<file path="src/rtl/core/aelb_pkg.sv">
// Package for the angle error table builder: sizes, codes and the
// request/response types of the shared divider. No dependencies.
`timescale 1ns / 1ps

package aelb_pkg;

    // Table geometry
    localparam int LUT_ENTRIES = 64;
    localparam int INDEX_SHIFT = 10;
    localparam int IDX_W       = $clog2(LUT_ENTRIES);
    localparam int ANGLE_W     = 16;
    localparam int ACC_W       = 32;
    localparam int MEAN_W      = 16;
    localparam int SUM_W       = MEAN_W + $clog2(LUT_ENTRIES);
    localparam int OUT_IDX_W   = 6;

    // Divider operand widths
    localparam int DVD_W = ACC_W;
    localparam int DVS_W = 16;

    // Configuration port
    localparam int CFG_IDX_W = 2;
    localparam logic [CFG_IDX_W-1:0] CFG_ANGLE_OFFSET   = CFG_IDX_W'(0);
    localparam logic [CFG_IDX_W-1:0] CFG_SAMPLE_DIVISOR = CFG_IDX_W'(1);
    localparam logic [15:0]          DIVISOR_RESET      = 16'd1280;

    // Item operations
    localparam logic OP_SAMPLE = 1'b0;
    localparam logic OP_FINISH = 1'b1;

    // Divider request and response
    typedef struct packed {
        logic             start;
        logic             neg;
        logic [DVD_W-1:0] magnitude;
        logic [DVS_W-1:0] divisor;
    } t_div_req;

    typedef struct packed {
        logic              done;
        logic [MEAN_W-1:0] quotient;
    } t_div_rsp;

endpackage

</file>
<file path="src/rtl/core/aelb_ram.sv">
// Generic single-port-write, single-port-read RAM with a registered read.
// No dependencies.
`timescale 1ns / 1ps

module aelb_ram #(
    parameter int WIDTH = 16,
    parameter int DEPTH = 64
) (
    input  logic                     i_clk,
    input  logic                     i_we,
    input  logic [$clog2(DEPTH)-1:0] i_waddr,
    input  logic [WIDTH-1:0]         i_wdata,
    input  logic [$clog2(DEPTH)-1:0] i_raddr,
    output logic [WIDTH-1:0]         o_rdata
);

    logic [WIDTH-1:0] r_mem [DEPTH];
    logic [WIDTH-1:0] r_rdata;

    // Write port and registered read port.
    always_ff @(posedge i_clk) begin
        if (i_we) begin
            r_mem[i_waddr] <= i_wdata;
        end
        r_rdata <= r_mem[i_raddr];
    end

    assign o_rdata = r_rdata;

endmodule

</file>
<file path="src/rtl/core/aelb_div.sv">
// Restoring divider, one quotient bit per cycle, sign applied at the end.
// Depends on aelb_pkg for operand widths and the request/response types.
`timescale 1ns / 1ps

module aelb_div import aelb_pkg::*; (
    input  logic     i_clk,
    input  logic     i_rst_n,
    input  t_div_req i_req,
    output t_div_rsp o_rsp
);

    localparam int CNT_W = $clog2(DVD_W);

    logic             r_busy;
    logic             r_done;
    logic [CNT_W-1:0] r_cnt;
    logic [DVS_W-1:0] r_rem;
    logic [DVD_W-1:0] r_dq;
    logic [DVS_W-1:0] r_div;
    logic             r_neg;

    logic [DVS_W:0]   w_trial;
    logic [DVS_W:0]   w_diff;
    logic             w_fits;
    logic [MEAN_W-1:0] w_q;

    // One trial subtraction: the remainder stays below the divisor.
    always_comb begin
        w_trial = {r_rem, r_dq[DVD_W-1]};
        w_diff  = w_trial - {1'b0, r_div};
        w_fits  = ~w_diff[DVS_W];
    end

    // Control and datapath of the iteration.
    always_ff @(posedge i_clk) begin
        if (!i_rst_n) begin
            r_busy <= 1'b0;
            r_done <= 1'b0;
            r_cnt  <= '0;
        end else begin
            r_done <= r_busy && !i_req.start && (r_cnt == CNT_W'(DVD_W - 1));
            if (i_req.start) begin
                r_busy <= 1'b1;
                r_cnt  <= '0;
            end else if (r_busy) begin
                r_cnt <= r_cnt + CNT_W'(1);
                if (r_cnt == CNT_W'(DVD_W - 1)) begin
                    r_busy <= 1'b0;
                end
            end
        end
    end

    always_ff @(posedge i_clk) begin
        if (i_req.start) begin
            r_rem <= '0;
            r_dq  <= i_req.magnitude;
            r_div <= i_req.divisor;
            r_neg <= i_req.neg;
        end else if (r_busy) begin
            r_rem <= w_fits ? w_diff[DVS_W-1:0] : w_trial[DVS_W-1:0];
            r_dq  <= {r_dq[DVD_W-2:0], w_fits};
        end
    end

    // Low bits of the signed quotient, truncated toward zero.
    assign w_q = r_dq[MEAN_W-1:0];
    assign o_rsp.done     = r_done;
    assign o_rsp.quotient = r_neg ? (~w_q + MEAN_W'(1)) : w_q;

endmodule

</file>
<file path="src/rtl/core/angle_error_lut_builder_core.sv">
// Top level of the angle error table builder.
// Depends on aelb_pkg, aelb_ram (accumulator and mean tables) and aelb_div.
`timescale 1ns / 1ps

// A sample item reads its bin from the accumulator RAM and then writes
// the saturated sum back, so busy is high for one cycle after each
// sample. A finish item walks the 64 bins through the shared bit-serial
// divider, each bin taking a read, a start and the division, then forms
// the table mean by a shift that rounds toward zero, then streams the 64
// entries on consecutive cycles with o_strobe high, each entry read from
// the mean RAM and registered before it is shown. The receiver cannot
// stall the stream. Accumulators read as zero after reset and after each
// finish through per-bin valid flags, so no clearing pass is needed.
// Configuration writes are always ready.

module angle_error_lut_builder_core import aelb_pkg::*; (
    input  logic                 i_clk,
    input  logic                 i_rst_n,
    // Item channel
    input  logic                 start,
    output logic                 busy,
    input  logic                 i_op,
    input  logic [ANGLE_W-1:0]   i_commanded_angle,
    input  logic [ANGLE_W-1:0]   i_measured_angle,
    // Result channel
    output logic                 o_strobe,
    output logic [OUT_IDX_W-1:0] o_entry_index,
    output logic signed [15:0]   o_correction,
    output logic                 o_last,
    // Configuration channel
    input  logic                 i_cfg_valid,
    output logic                 o_cfg_ready,
    input  logic [CFG_IDX_W-1:0] i_cfg_index,
    input  logic [15:0]          i_cfg_data
);

    typedef enum logic [3:0] {
        S_IDLE,
        S_SAMP,
        S_DRD,
        S_DSTART,
        S_DDIV,
        S_MSTART,
        S_EMIT,
        S_FLUSH
    } t_state;

    t_state r_state;

    // Configuration registers
    logic [15:0] r_angle_offset;
    logic [15:0] r_sample_divisor;

    // Control and datapath registers
    logic [IDX_W-1:0]       r_idx;
    logic [ANGLE_W-1:0]     r_err;
    logic [LUT_ENTRIES-1:0] r_acc_vld;
    logic [SUM_W-1:0]       r_sum;
    logic [MEAN_W-1:0]      r_dc;
    logic                   r_rd_vld;
    logic [IDX_W-1:0]       r_rd_idx;
    logic                   r_rd_last;
    logic                   r_o_strobe;
    logic [OUT_IDX_W-1:0]   r_o_idx;
    logic [MEAN_W-1:0]      r_o_corr;
    logic                   r_o_last;

    // Memory ports
    logic [IDX_W-1:0]  w_acc_raddr;
    logic              w_acc_we;
    logic [ACC_W-1:0]  w_acc_rdata;
    logic [ACC_W-1:0]  n_acc;
    logic              w_mean_we;
    logic [MEAN_W-1:0] w_mean_rdata;

    // Divider
    t_div_req w_div_req;
    t_div_rsp w_div_rsp;

    // Sample decode
    logic              w_accept;
    logic [ANGLE_W-1:0] w_err;
    logic [ANGLE_W-1:0] w_bin_full;
    logic              w_in_table;
    logic [ACC_W-1:0]  w_acc_cur;
    logic [ACC_W:0]    w_acc_sum;
    logic [DVS_W-1:0]  w_div_eff;
    logic              w_last_idx;

    // Table mean
    logic [SUM_W-1:0]  w_sum_adj;
    logic [MEAN_W-1:0] w_dc;

    assign busy        = (r_state != S_IDLE);
    assign o_cfg_ready = 1'b1;
    assign w_accept    = start && !busy;

    // Wrapped angle error and bin selection of a sample.
    always_comb begin
        w_err      = i_measured_angle + r_angle_offset - i_commanded_angle;
        w_bin_full = i_commanded_angle >> INDEX_SHIFT;
        w_in_table = (w_bin_full < ANGLE_W'(LUT_ENTRIES));
        w_last_idx = (r_idx == IDX_W'(LUT_ENTRIES - 1));
    end

    // Read-modify-write of one accumulator with saturation.
    always_comb begin
        w_acc_cur = r_acc_vld[r_idx] ? w_acc_rdata : '0;
        w_acc_sum = {w_acc_cur[ACC_W-1], w_acc_cur}
                  + {{(ACC_W + 1 - ANGLE_W){r_err[ANGLE_W-1]}}, r_err};
        if (w_acc_sum[ACC_W] != w_acc_sum[ACC_W-1]) begin
            n_acc = w_acc_sum[ACC_W] ? {1'b1, {(ACC_W - 1){1'b0}}}
                                     : {1'b0, {(ACC_W - 1){1'b1}}};
        end else begin
            n_acc = w_acc_sum[ACC_W-1:0];
        end
        w_acc_raddr = (r_state == S_IDLE) ? w_bin_full[IDX_W-1:0] : r_idx;
        w_acc_we    = (r_state == S_SAMP);
        w_mean_we   = (r_state == S_DDIV) && w_div_rsp.done;
    end

    // Table mean: the table sum over the entry count, truncated toward zero.
    // A negative sum is biased by one less than the count before the shift.
    always_comb begin
        w_sum_adj = r_sum + (r_sum[SUM_W-1] ? SUM_W'(LUT_ENTRIES - 1) : SUM_W'(0));
        w_dc      = w_sum_adj[IDX_W +: MEAN_W];
    end

    // Divider requests: one per bin.
    always_comb begin
        w_div_eff = (r_sample_divisor == '0) ? DVS_W'(1) : r_sample_divisor;
        w_div_req = '0;
        unique case (r_state)
            S_DSTART: begin
                w_div_req.start     = 1'b1;
                w_div_req.neg       = w_acc_cur[ACC_W-1];
                w_div_req.magnitude = w_acc_cur[ACC_W-1] ? (~w_acc_cur + DVD_W'(1))
                                                         : w_acc_cur;
                w_div_req.divisor   = w_div_eff;
            end
            default: begin
                w_div_req = '0;
            end
        endcase
    end

    // Configuration registers.
    always_ff @(posedge i_clk) begin
        if (!i_rst_n) begin
            r_angle_offset   <= '0;
            r_sample_divisor <= DIVISOR_RESET;
        end else if (i_cfg_valid && o_cfg_ready) begin
            unique case (i_cfg_index)
                CFG_ANGLE_OFFSET:   r_angle_offset   <= i_cfg_data;
                CFG_SAMPLE_DIVISOR: r_sample_divisor <= i_cfg_data;
                default: ;
            endcase
        end
    end

    // Sequencer: state, valid flags, table sum and registered outputs.
    always_ff @(posedge i_clk) begin
        if (!i_rst_n) begin
            r_state    <= S_IDLE;
            r_acc_vld  <= '0;
            r_sum      <= '0;
            r_rd_vld   <= 1'b0;
            r_o_strobe <= 1'b0;
        end else begin
            r_rd_vld   <= (r_state == S_EMIT);
            r_o_strobe <= r_rd_vld;
            // Output payload: bin mean less table mean, wrapped to 16 bits.
            if (r_rd_vld) begin
                r_o_idx  <= OUT_IDX_W'(r_rd_idx);
                r_o_corr <= w_mean_rdata - r_dc;
                r_o_last <= r_rd_last;
            end
            unique case (r_state)
                S_IDLE: begin
                    if (w_accept) begin
                        if (i_op == OP_FINISH) begin
                            r_idx   <= '0;
                            r_sum   <= '0;
                            r_state <= S_DRD;
                        end else if (w_in_table) begin
                            r_idx   <= w_bin_full[IDX_W-1:0];
                            r_err   <= w_err;
                            r_state <= S_SAMP;
                        end
                    end
                end
                S_SAMP: begin
                    r_acc_vld[r_idx] <= 1'b1;
                    r_state          <= S_IDLE;
                end
                S_DRD: begin
                    r_state <= S_DSTART;
                end
                S_DSTART: begin
                    r_state <= S_DDIV;
                end
                S_DDIV: begin
                    if (w_div_rsp.done) begin
                        r_sum <= r_sum + {{(SUM_W - MEAN_W){w_div_rsp.quotient[MEAN_W-1]}},
                                          w_div_rsp.quotient};
                        if (w_last_idx) begin
                            r_state <= S_MSTART;
                        end else begin
                            r_idx   <= r_idx + IDX_W'(1);
                            r_state <= S_DRD;
                        end
                    end
                end
                S_MSTART: begin
                    r_dc      <= w_dc;
                    r_acc_vld <= '0;
                    r_idx     <= '0;
                    r_state   <= S_EMIT;
                end
                S_EMIT: begin
                    r_rd_idx  <= r_idx;
                    r_rd_last <= w_last_idx;
                    if (w_last_idx) begin
                        r_state <= S_FLUSH;
                    end else begin
                        r_idx <= r_idx + IDX_W'(1);
                    end
                end
                S_FLUSH: begin
                    if (!r_rd_vld) begin
                        r_state <= S_IDLE;
                    end
                end
                default: begin
                    r_state <= S_IDLE;
                end
            endcase
        end
    end

    assign o_strobe      = r_o_strobe;
    assign o_entry_index = r_o_idx;
    assign o_correction  = r_o_corr;
    assign o_last        = r_o_last;

    // Bin accumulators.
    aelb_ram #(
        .WIDTH (ACC_W),
        .DEPTH (LUT_ENTRIES)
    ) u_acc_ram (
        .i_clk   (i_clk),
        .i_we    (w_acc_we),
        .i_waddr (r_idx),
        .i_wdata (n_acc),
        .i_raddr (w_acc_raddr),
        .o_rdata (w_acc_rdata)
    );

    // Bin means of the last finish.
    aelb_ram #(
        .WIDTH (MEAN_W),
        .DEPTH (LUT_ENTRIES)
    ) u_mean_ram (
        .i_clk   (i_clk),
        .i_we    (w_mean_we),
        .i_waddr (r_idx),
        .i_wdata (w_div_rsp.quotient),
        .i_raddr (r_idx),
        .o_rdata (w_mean_rdata)
    );

    // Shared divider for the bin means.
    aelb_div u_div (
        .i_clk   (i_clk),
        .i_rst_n (i_rst_n),
        .i_req   (w_div_req),
        .o_rsp   (w_div_rsp)
    );

endmodule

</file>
<file path="config.mk">
export PLATFORM = sky130hd
export DESIGN_NAME = angle_error_lut_builder_core
export DESIGN_NICKNAME = d
export VERILOG_FILES = /design/src/rtl/core/aelb_pkg.sv /design/src/rtl/core/aelb_ram.sv /design/src/rtl/core/aelb_div.sv /design/src/rtl/core/angle_error_lut_builder_core.sv
export SDC_FILE = /design/constraint.sdc
export NUM_CORES = 2
export LEC_CHECK = 0
export BUFFER_PORTS_ARGS = -buffer_cell sky130_fd_sc_hd__buf_2
export CAP_MARGIN = 15
export CORE_UTILIZATION = 55
export CTS_CLUSTER_SIZE = 30
export DETAILED_ROUTE_END_ITERATION = 6
export MAX_ROUTING_LAYER = met4
export PLACE_DENSITY = 0.74
export SYNTH_ARGS = -nofsm -noshare
export SYNTH_HDL_FRONTEND = slang
export SYNTH_SLANG_ARGS = --single-unit
</file>
<file path="constraint.sdc">
create_clock -name i_clk -period 8.9 [get_ports i_clk]
set_input_delay 2.225 -clock i_clk [delete_from_list [all_inputs] [get_ports i_clk]]
set_output_delay 2.225 -clock i_clk [all_outputs]
set_load 0.05 [all_outputs]
</file>
Yosys cells after proc, flatten, opt, wreduce, memory -nomap -nowiden
Memory sizes are Yosys's and may differ from the RTL's. A register that Yosys moved wholly into a read port is not among the register bits.
Cells that the tools add are included.
- multiplexer cells: 42
- $add $sub $neg: 11
- reductions and logical operators: 26
- equal/unequal tests: 17
- $lt $le $gt $ge: 3
- bitwise logic cells: 7
- operators by type and width (cell ; count):
    32-bit 2-to-1 mux ; 6
    64-bit one-hot mux with 2 select lines ; 1
    22-bit 2-to-1 mux ; 3
    64-bit OR ; 1
    50-bit 2-to-1 mux ; 1
    16-bit 2-to-1 mux ; 3
    22-bit one-hot mux with 2 select lines ; 1
    6-bit 2-to-1 mux ; 7
    32-bit by 16-bit adder with 33-bit output ; 1
    32-bit by 1-bit adder with 32-bit output, second input constant ; 1
    32-bit NOT ; 1
    16-bit subtractor ; 2
    4-bit one-hot mux with 7 select lines ; 1
    4-bit 2-to-1 mux ; 6
    6-bit one-hot mux with 4 select lines ; 1
    22-bit adder ; 1
    22-bit by 6-bit adder with 22-bit output ; 1
    17-bit by 16-bit subtractor with 17-bit output ; 1
    16-bit by 1-bit adder with 16-bit output, second input constant ; 1
    16-bit adder ; 1
    4-bit by 3-bit == test with 1-bit output, second input constant ; 4
    16-bit zero test ; 1
    16-bit NOT ; 1
    5-bit AND reduction ; 3
    27 further kinds ; 56
- input port bits: 55
- output and inout port bits: 26
- bits in writable memories: 3072
- memories: 2
- logic and storage cells: 131
- register bits after elaboration: 264
- memory list (name ; words ; width ; rd ports ; clocked after memory_dff ; wr ports ; RTL line ; source):
    u_acc_ram.r_mem ; 64 ; 32 ; 1 ; 1 ; 1 ; aelb_ram.sv:17 ; logic [WIDTH-1:0] r_mem [DEPTH];
    u_mean_ram.r_mem ; 64 ; 16 ; 1 ; 1 ; 1 ; aelb_ram.sv:17 ;

Longest topological paths before layout
- depth after elaboration: 10
- depth in mapped cells: 23

Modules after synthesis
From an unflattened synthesis, not the netlist that was laid out.
- cell total of the unflattened synthesis: 7113
- area, all modules: 135990.4 µm²
- modules (own cells, without submodules) (module ; seq. area each (µm²) ; times used ; area each (µm²) ; cells each):
    aelb_ram at u_acc_ram ; 62139.6 ; 1 ; 78515.3 ; 3324
    aelb_ram at u_mean_ram ; 31069.8 ; 1 ; 40042.2 ; 1829
    angle_error_lut_builder_core ; 4504.3 ; 1 ; 13362.8 ; 1585
    aelb_div ; 1931.9 ; 1 ; 4070.2 ; 375

Least setup slack after synthesis
OpenSTA, ideal clock, no wires.
- kind: register to register
- start point: register r_idx[0]
- end point: memory u_acc_ram.r_mem[0][10] (netlist name), data pin
- clock period less this slack: 7.606 ns
- path buffers: 4
- cell stages (with the launch flop): 21
- slack: 1.294 ns
- data arrival time: 7.043 ns
- path through: edfxtp_1 > buf_2 > buf_2 > mux4_2 > mux2i_1 > o22ai_1 > nor4_1 > clkbuf_1 > nand2b_1 > inv_1 > ha_1 > a211oi_1 > o211ai_1 > and4bb_1 > o311a_1 > a21o_1 > a41o_1 > a221o_1 > buf_2 > maj3_1 > mux2i_1
- longest elaborated chain between the ends: 6
- elaborated cells between the ends (all ways): 7
- ends and longest elaborated chain (element ; RTL line ; source):
    start: declaration ; angle_error_lut_builder_core.sv:55 ; logic [IDX_W-1:0] r_idx;
    start signal: assignment ; angle_error_lut_builder_core.sv:186 ; r_idx <= w_bin_full[IDX_W-1:0];
    start signal: assignment ; angle_error_lut_builder_core.sv:209 ; r_idx <= r_idx + IDX_W'(1);
    start signal: assignment ; angle_error_lut_builder_core.sv:226 ; r_idx <= r_idx + IDX_W'(1);
    1-bit binary-select mux with 6-bit select (*) ; angle_error_lut_builder_core.sv:108 ; w_acc_cur = r_acc_vld[r_idx] ? w_acc_rdata : '0;
    1-bit 2-to-1 mux (implied by the code) (*) ; angle_error_lut_builder_core.sv:108 ;
    32-bit 2-to-1 mux (*) ; angle_error_lut_builder_core.sv:108 ;
    32-bit by 16-bit adder with 33-bit output (*) ; angle_error_lut_builder_core.sv:110 ; + {{(ACC_W + 1 - ANGLE_W){r_err[ANGLE_W-1]}}, r_err};
    32-bit 2-to-1 mux or 1-bit != test (tied branches) ; angle_error_lut_builder_core.sv:112, angle_error_lut_builder_core.sv:111 ;
    32-bit 2-to-1 mux (*) ; angle_error_lut_builder_core.sv:111 ; if (w_acc_sum[ACC_W] != w_acc_sum[ACC_W-1]) begin
    named net n_acc[10] ; angle_error_lut_builder_core.sv:72 ; logic [ACC_W-1:0] n_acc;
    end: declaration ; aelb_ram.sv:17 ;
The timed path passes the listed nets; every way through them passes the cells marked *. The select of a mux whose other input is x is not followed.

Worst setup path in the final report
- start point: register r_idx[0]
- end point: memory u_acc_ram.r_mem[10][0] (netlist name), data pin
Same word-level chain as after synthesis.

==> impl_metrics.yaml <==
run_status:
  status: "complete, no violations"
min_path:
  min_from: "r_angle_offset[8]$_SDFFE_PN0P_"
  hold_depth: 2
  hold_class: "reg -> reg"
  hold_end: "r_angle_offset[8]$_SDFFE_PN0P_"
sta:
  finalSetupViolations: 0
  slew_violations: 0
  final_hold_viol_count: 0
  layout_min_cycle_time_ns: 7.96
  timing.hold.ws_ns: 0.456
  finalSetupTns_ns: 0
  fin_skew_ns: 0.157
  worst_pin_slew_ns: 1.38
  rsz0062_at_grt: "no"
  slew_headroom_pct: 6.96
  max_clock_freq_mhz: 126
  finalCritPeriodShare_pct: 89.5
global_route:
  gr-usage-met3_pct: 6.49
  grt.overflow.total: 0
  grt_max_degree: 179
  met2_usage_pct: 47.7
  globalRouteMet1Util_pct: 41.7
  globalRoute.busiestLayer: "met2"
  first_global_vias: 84300
  grt_pass1_wl_um: 559000
  antenna_found_initial: 20
  globalRouteTotalUtil_pct: 31.7
synthesis:
  synth_cells: 10000
  synth_ff_type: "edfxtp_1"
  yosys_register_bits: 3383
  async_reset_ff_share_pct: 0
  synth_nets: 10200
  yosys_warnings: 0
  syn_avg_cell_area_um2: 13.5
  yosysUniqueCellTypes: 83
  synth_edf_count: 3189
  yosysSeqAreaShare_pct: 73.5
  syn_area_mm2: 0.136
worst_setup_path:
  slowest_stage: "nor2_4"
  critPathKind: "reg -> reg"
  critPathCaptureType: "flop"
  worstPathRequired_ns: 9.56
  critical_path.cell_chain: "buf_4 > buf_4 > mux4_2 > mux2i_1 > o22ai_1 > nor4_2 > buf_4 > buf_4 > nor2b_1 > ha_1 > a21o_1 > a21o_1 > a21oi_1 > a2111oi_0 > o31ai_1 > o32ai_1 > nor3_1 > nor3_2 > nor2_4 > buf_4 > nand2_2 > buf_4"
  max_stage_delay_ns: 0.75
  timing.rr.start: "r_idx[0]$_DFFE_PP_"
  start_kind: "flop"
  cp_top_family: "buffers and inverters"
  rr_endpoint: "u_acc_ram.r_mem[10][0]$_DFFE_PP_"
  rr_worst_depth: 22
  cp.arrival_ns: 8.63
  reg2reg_slack_ns: 0.94
  cp_num_cells: 22
  cpMostUsedCell: "buf_4"
  crit_fanout: 33
  critPathBufInv: 6
detailed_routing:
  drc: 0
  drtPass1Iterations: 7
  wire_per_inst_um: 28.8
  avgViaCountPerCell: 6.59
  ant_nets: 0
  drtIter0Drc: 13600
  wl_um: 390000
  vias: 89400
clocking:
  clk_pin_slew_ns: 0.06
  cts_buffers: 345
  clkLatencyLatePin_ns: 1.07
  cts_tree: "built"
  post_cts_buffers: 0
  root_buffer: "clkbuf_16"
  cts_htree_levels: 5
  cts_buffer_depth: 4
  hold_buffers: 0
  cts-resized-gates: 0
  cts.sinks: 3383
placed_design:
  placed_cells: 12900
  gp_congestion: 0.894
  hpwl_um: 202000
  portBuffers: 79
power:
  pwr_density_cell_mw_per_mm2: 306
  p_leak_nw: 51.0
  vdd.ir_drop.worst_mv: 0.455
finish:
  finalNonFillerCells: 13600
  final_common_cell: "edfxtp_1"
  area_growth_pct: 12.0
  layout_common_cells: "edfxtp_1, nand2_1, nand3_1"
  drive_gt1_share_pct: 9.66
  nets: 10300
floorplan:
  core_mm2: 0.244
  die_h_um: 498
  dieArea_mm2: 0.248
  rows: 181
  initial_core_util_pct: 55.5
  ios: 81
  dieWidth_um: 498
run:
  drv_cap: 0
## metrics by stage
| stage | total power, mW | cell area (um^2) | utilization, % | setup WS [ns] |
|---|---|---|---|---|
| 2_1_floorplan | 27.7 | 136000 | - | 1.29 |
| 3_3_place_gp | 32.1 | 141000 | 57.8 | 1.03 |
| 3_5_place_dp | 32.4 | 141000 | 57.8 | 0.927 |
| 4_1_cts | 46.2 | 152000 | 62.2 | 0.937 |
| 5_1_grt | 48.0 | 152000 | 62.2 | 0.514 |
| 6_report | 46.5 | 152000 | 62.2 | 0.938 |
## worst max path at each step
| stage | slack [ns] | end | from |
|---|---|---|---|
| 6_report | 0.94 | u_acc_ram.r_mem[10][0]$_DFFE_PP_ | r_idx[0]$_DFFE_PP_ |
| 4_1_cts | 0.94 | u_acc_ram.r_mem[15][0]$_DFFE_PP_ | r_idx[0]$_DFFE_PP_ |
| 3_5_place_dp | 0.93 | u_acc_ram.r_mem[8][0]$_DFFE_PP_ | r_idx[0]$_DFFE_PP_ |
| 3_3_place_gp | 1.03 | u_acc_ram.r_mem[8][0]$_DFFE_PP_ | r_idx[0]$_DFFE_PP_ |
| 2_1_floorplan | 1.29 | u_acc_ram.r_mem[0][10]$_DFFE_PP_ | r_idx[0]$_DFFE_PP_ |
| 5_1_grt | 0.51 | u_acc_ram.r_mem[45][0]$_DFFE_PP_ | r_idx[0]$_DFFE_PP_ |
## cells in the mapped netlist, types with 7 or more instances
cell type  instances  area [um^2]
or4_1             13         97.6
xnor2_1           78          683
a21o_1            19          143
nand2b_1          33          206
buf_1             44          165
fa_1              19          380
a22o_1            38          333
a21oi_1          341         1710
a31oi_1          172         1080
ha_1             110         1380
mux2i_1           29          290
o21ai_1           54          270
dfxtp_1          194         3880
a221oi_1          36          315
a311oi_1         384         3360
o21a_1            13         97.6
and3_1           272         1700
nor2_1           305         1140
clkbuf_1         600         2250
o211ai_1           9         67.6
nor2b_1           56          350
nand3_1          555         2780
o21ai_0           81          405
and2_1            33          206
nand4_1           34          213
o41ai_1            7         61.3
buf_2             15         75.1
o31ai_1           19          143
or3_1             15         93.8
nor4_1            22          138
a211oi_1         113          848
a41oi_1           68          596
nand2_1         2260         8480
inv_1            133          499
xor2_1            67          587
a22oi_1          455         3420
nor3_1            32          160
mux4_2            15          338
edfxtp_1        3189        95800
## registers in the layout (all words and copies together) (netlist names), 22 cells and up
signal / flops
r_sum: 22
u_div.r_dq: 32
u_acc_ram.r_mem: 2048
u_acc_ram.o_rdata: 32
u_mean_ram.r_mem: 1024
r_acc_vld: 64
## routing by layer
metal,share of wire (%),vias to the layer above
li1,-,38000
met1,36,43900
met2,46,6316
met3,13,1108
met4,5.3,0
met5,0,-
## report_power, final
group	switching, mW	internal (mW)
logic	9.97	4.03
clock network	5.88	8.03
registers	0.377	18.2
total	16.2	30.3
## cell type report
type                    count  area [um^2]
diodes                     27         67.6
multi-input cells        5850        34000
repair buffers            359         2910
flip-flops and latches   3383        99600
inverters                 134          508
clock inverters           160         1480
well taps                3202         4010
fillers                 17300        92300
clock buffers             445         9240
## logic make-up (layout without fill, tap and decap cells)
| family | after synthesis | after routing | synth area share (%) |
|---|---|---|---|
| and+or+nand+nor | 3661 | 3661 | 11.7 |
| DFF | 3383 | 3383 | 73.5 |
| AOI/OAI and AO/OA | 1862 | 1862 | 9.83 |
| buffers and inverters | 794 | 1098 | 2.22 |
| xor gates and xnor gates | 145 | 145 | 0.937 |
| adders and majority gates | 131 | 131 | 1.31 |
| muxes | 50 | 50 | 0.513 |
| other | 1 | 28 | 0.00277 |
## worst reg2reg max path, stage by stage (launching register included)
cell and delay, ns:
edfxtp_1 0.42, buf_4 0.41, buf_4 0.35, mux4_2 0.55, mux2i_1 0.19, o22ai_1 0.11, nor4_2 0.16, buf_4 0.33
buf_4 0.37, nor2b_1 0.09, ha_1 0.36, a21o_1 0.21, a21o_1 0.18, a21oi_1 0.23, a2111oi_0 0.25, o31ai_1 0.50
o32ai_1 0.23, nor3_1 0.52, nor3_2 0.11, nor2_4 0.75, buf_4 0.53, nand2_2 0.44, buf_4 0.39
(Power assumes the default switching activity.)
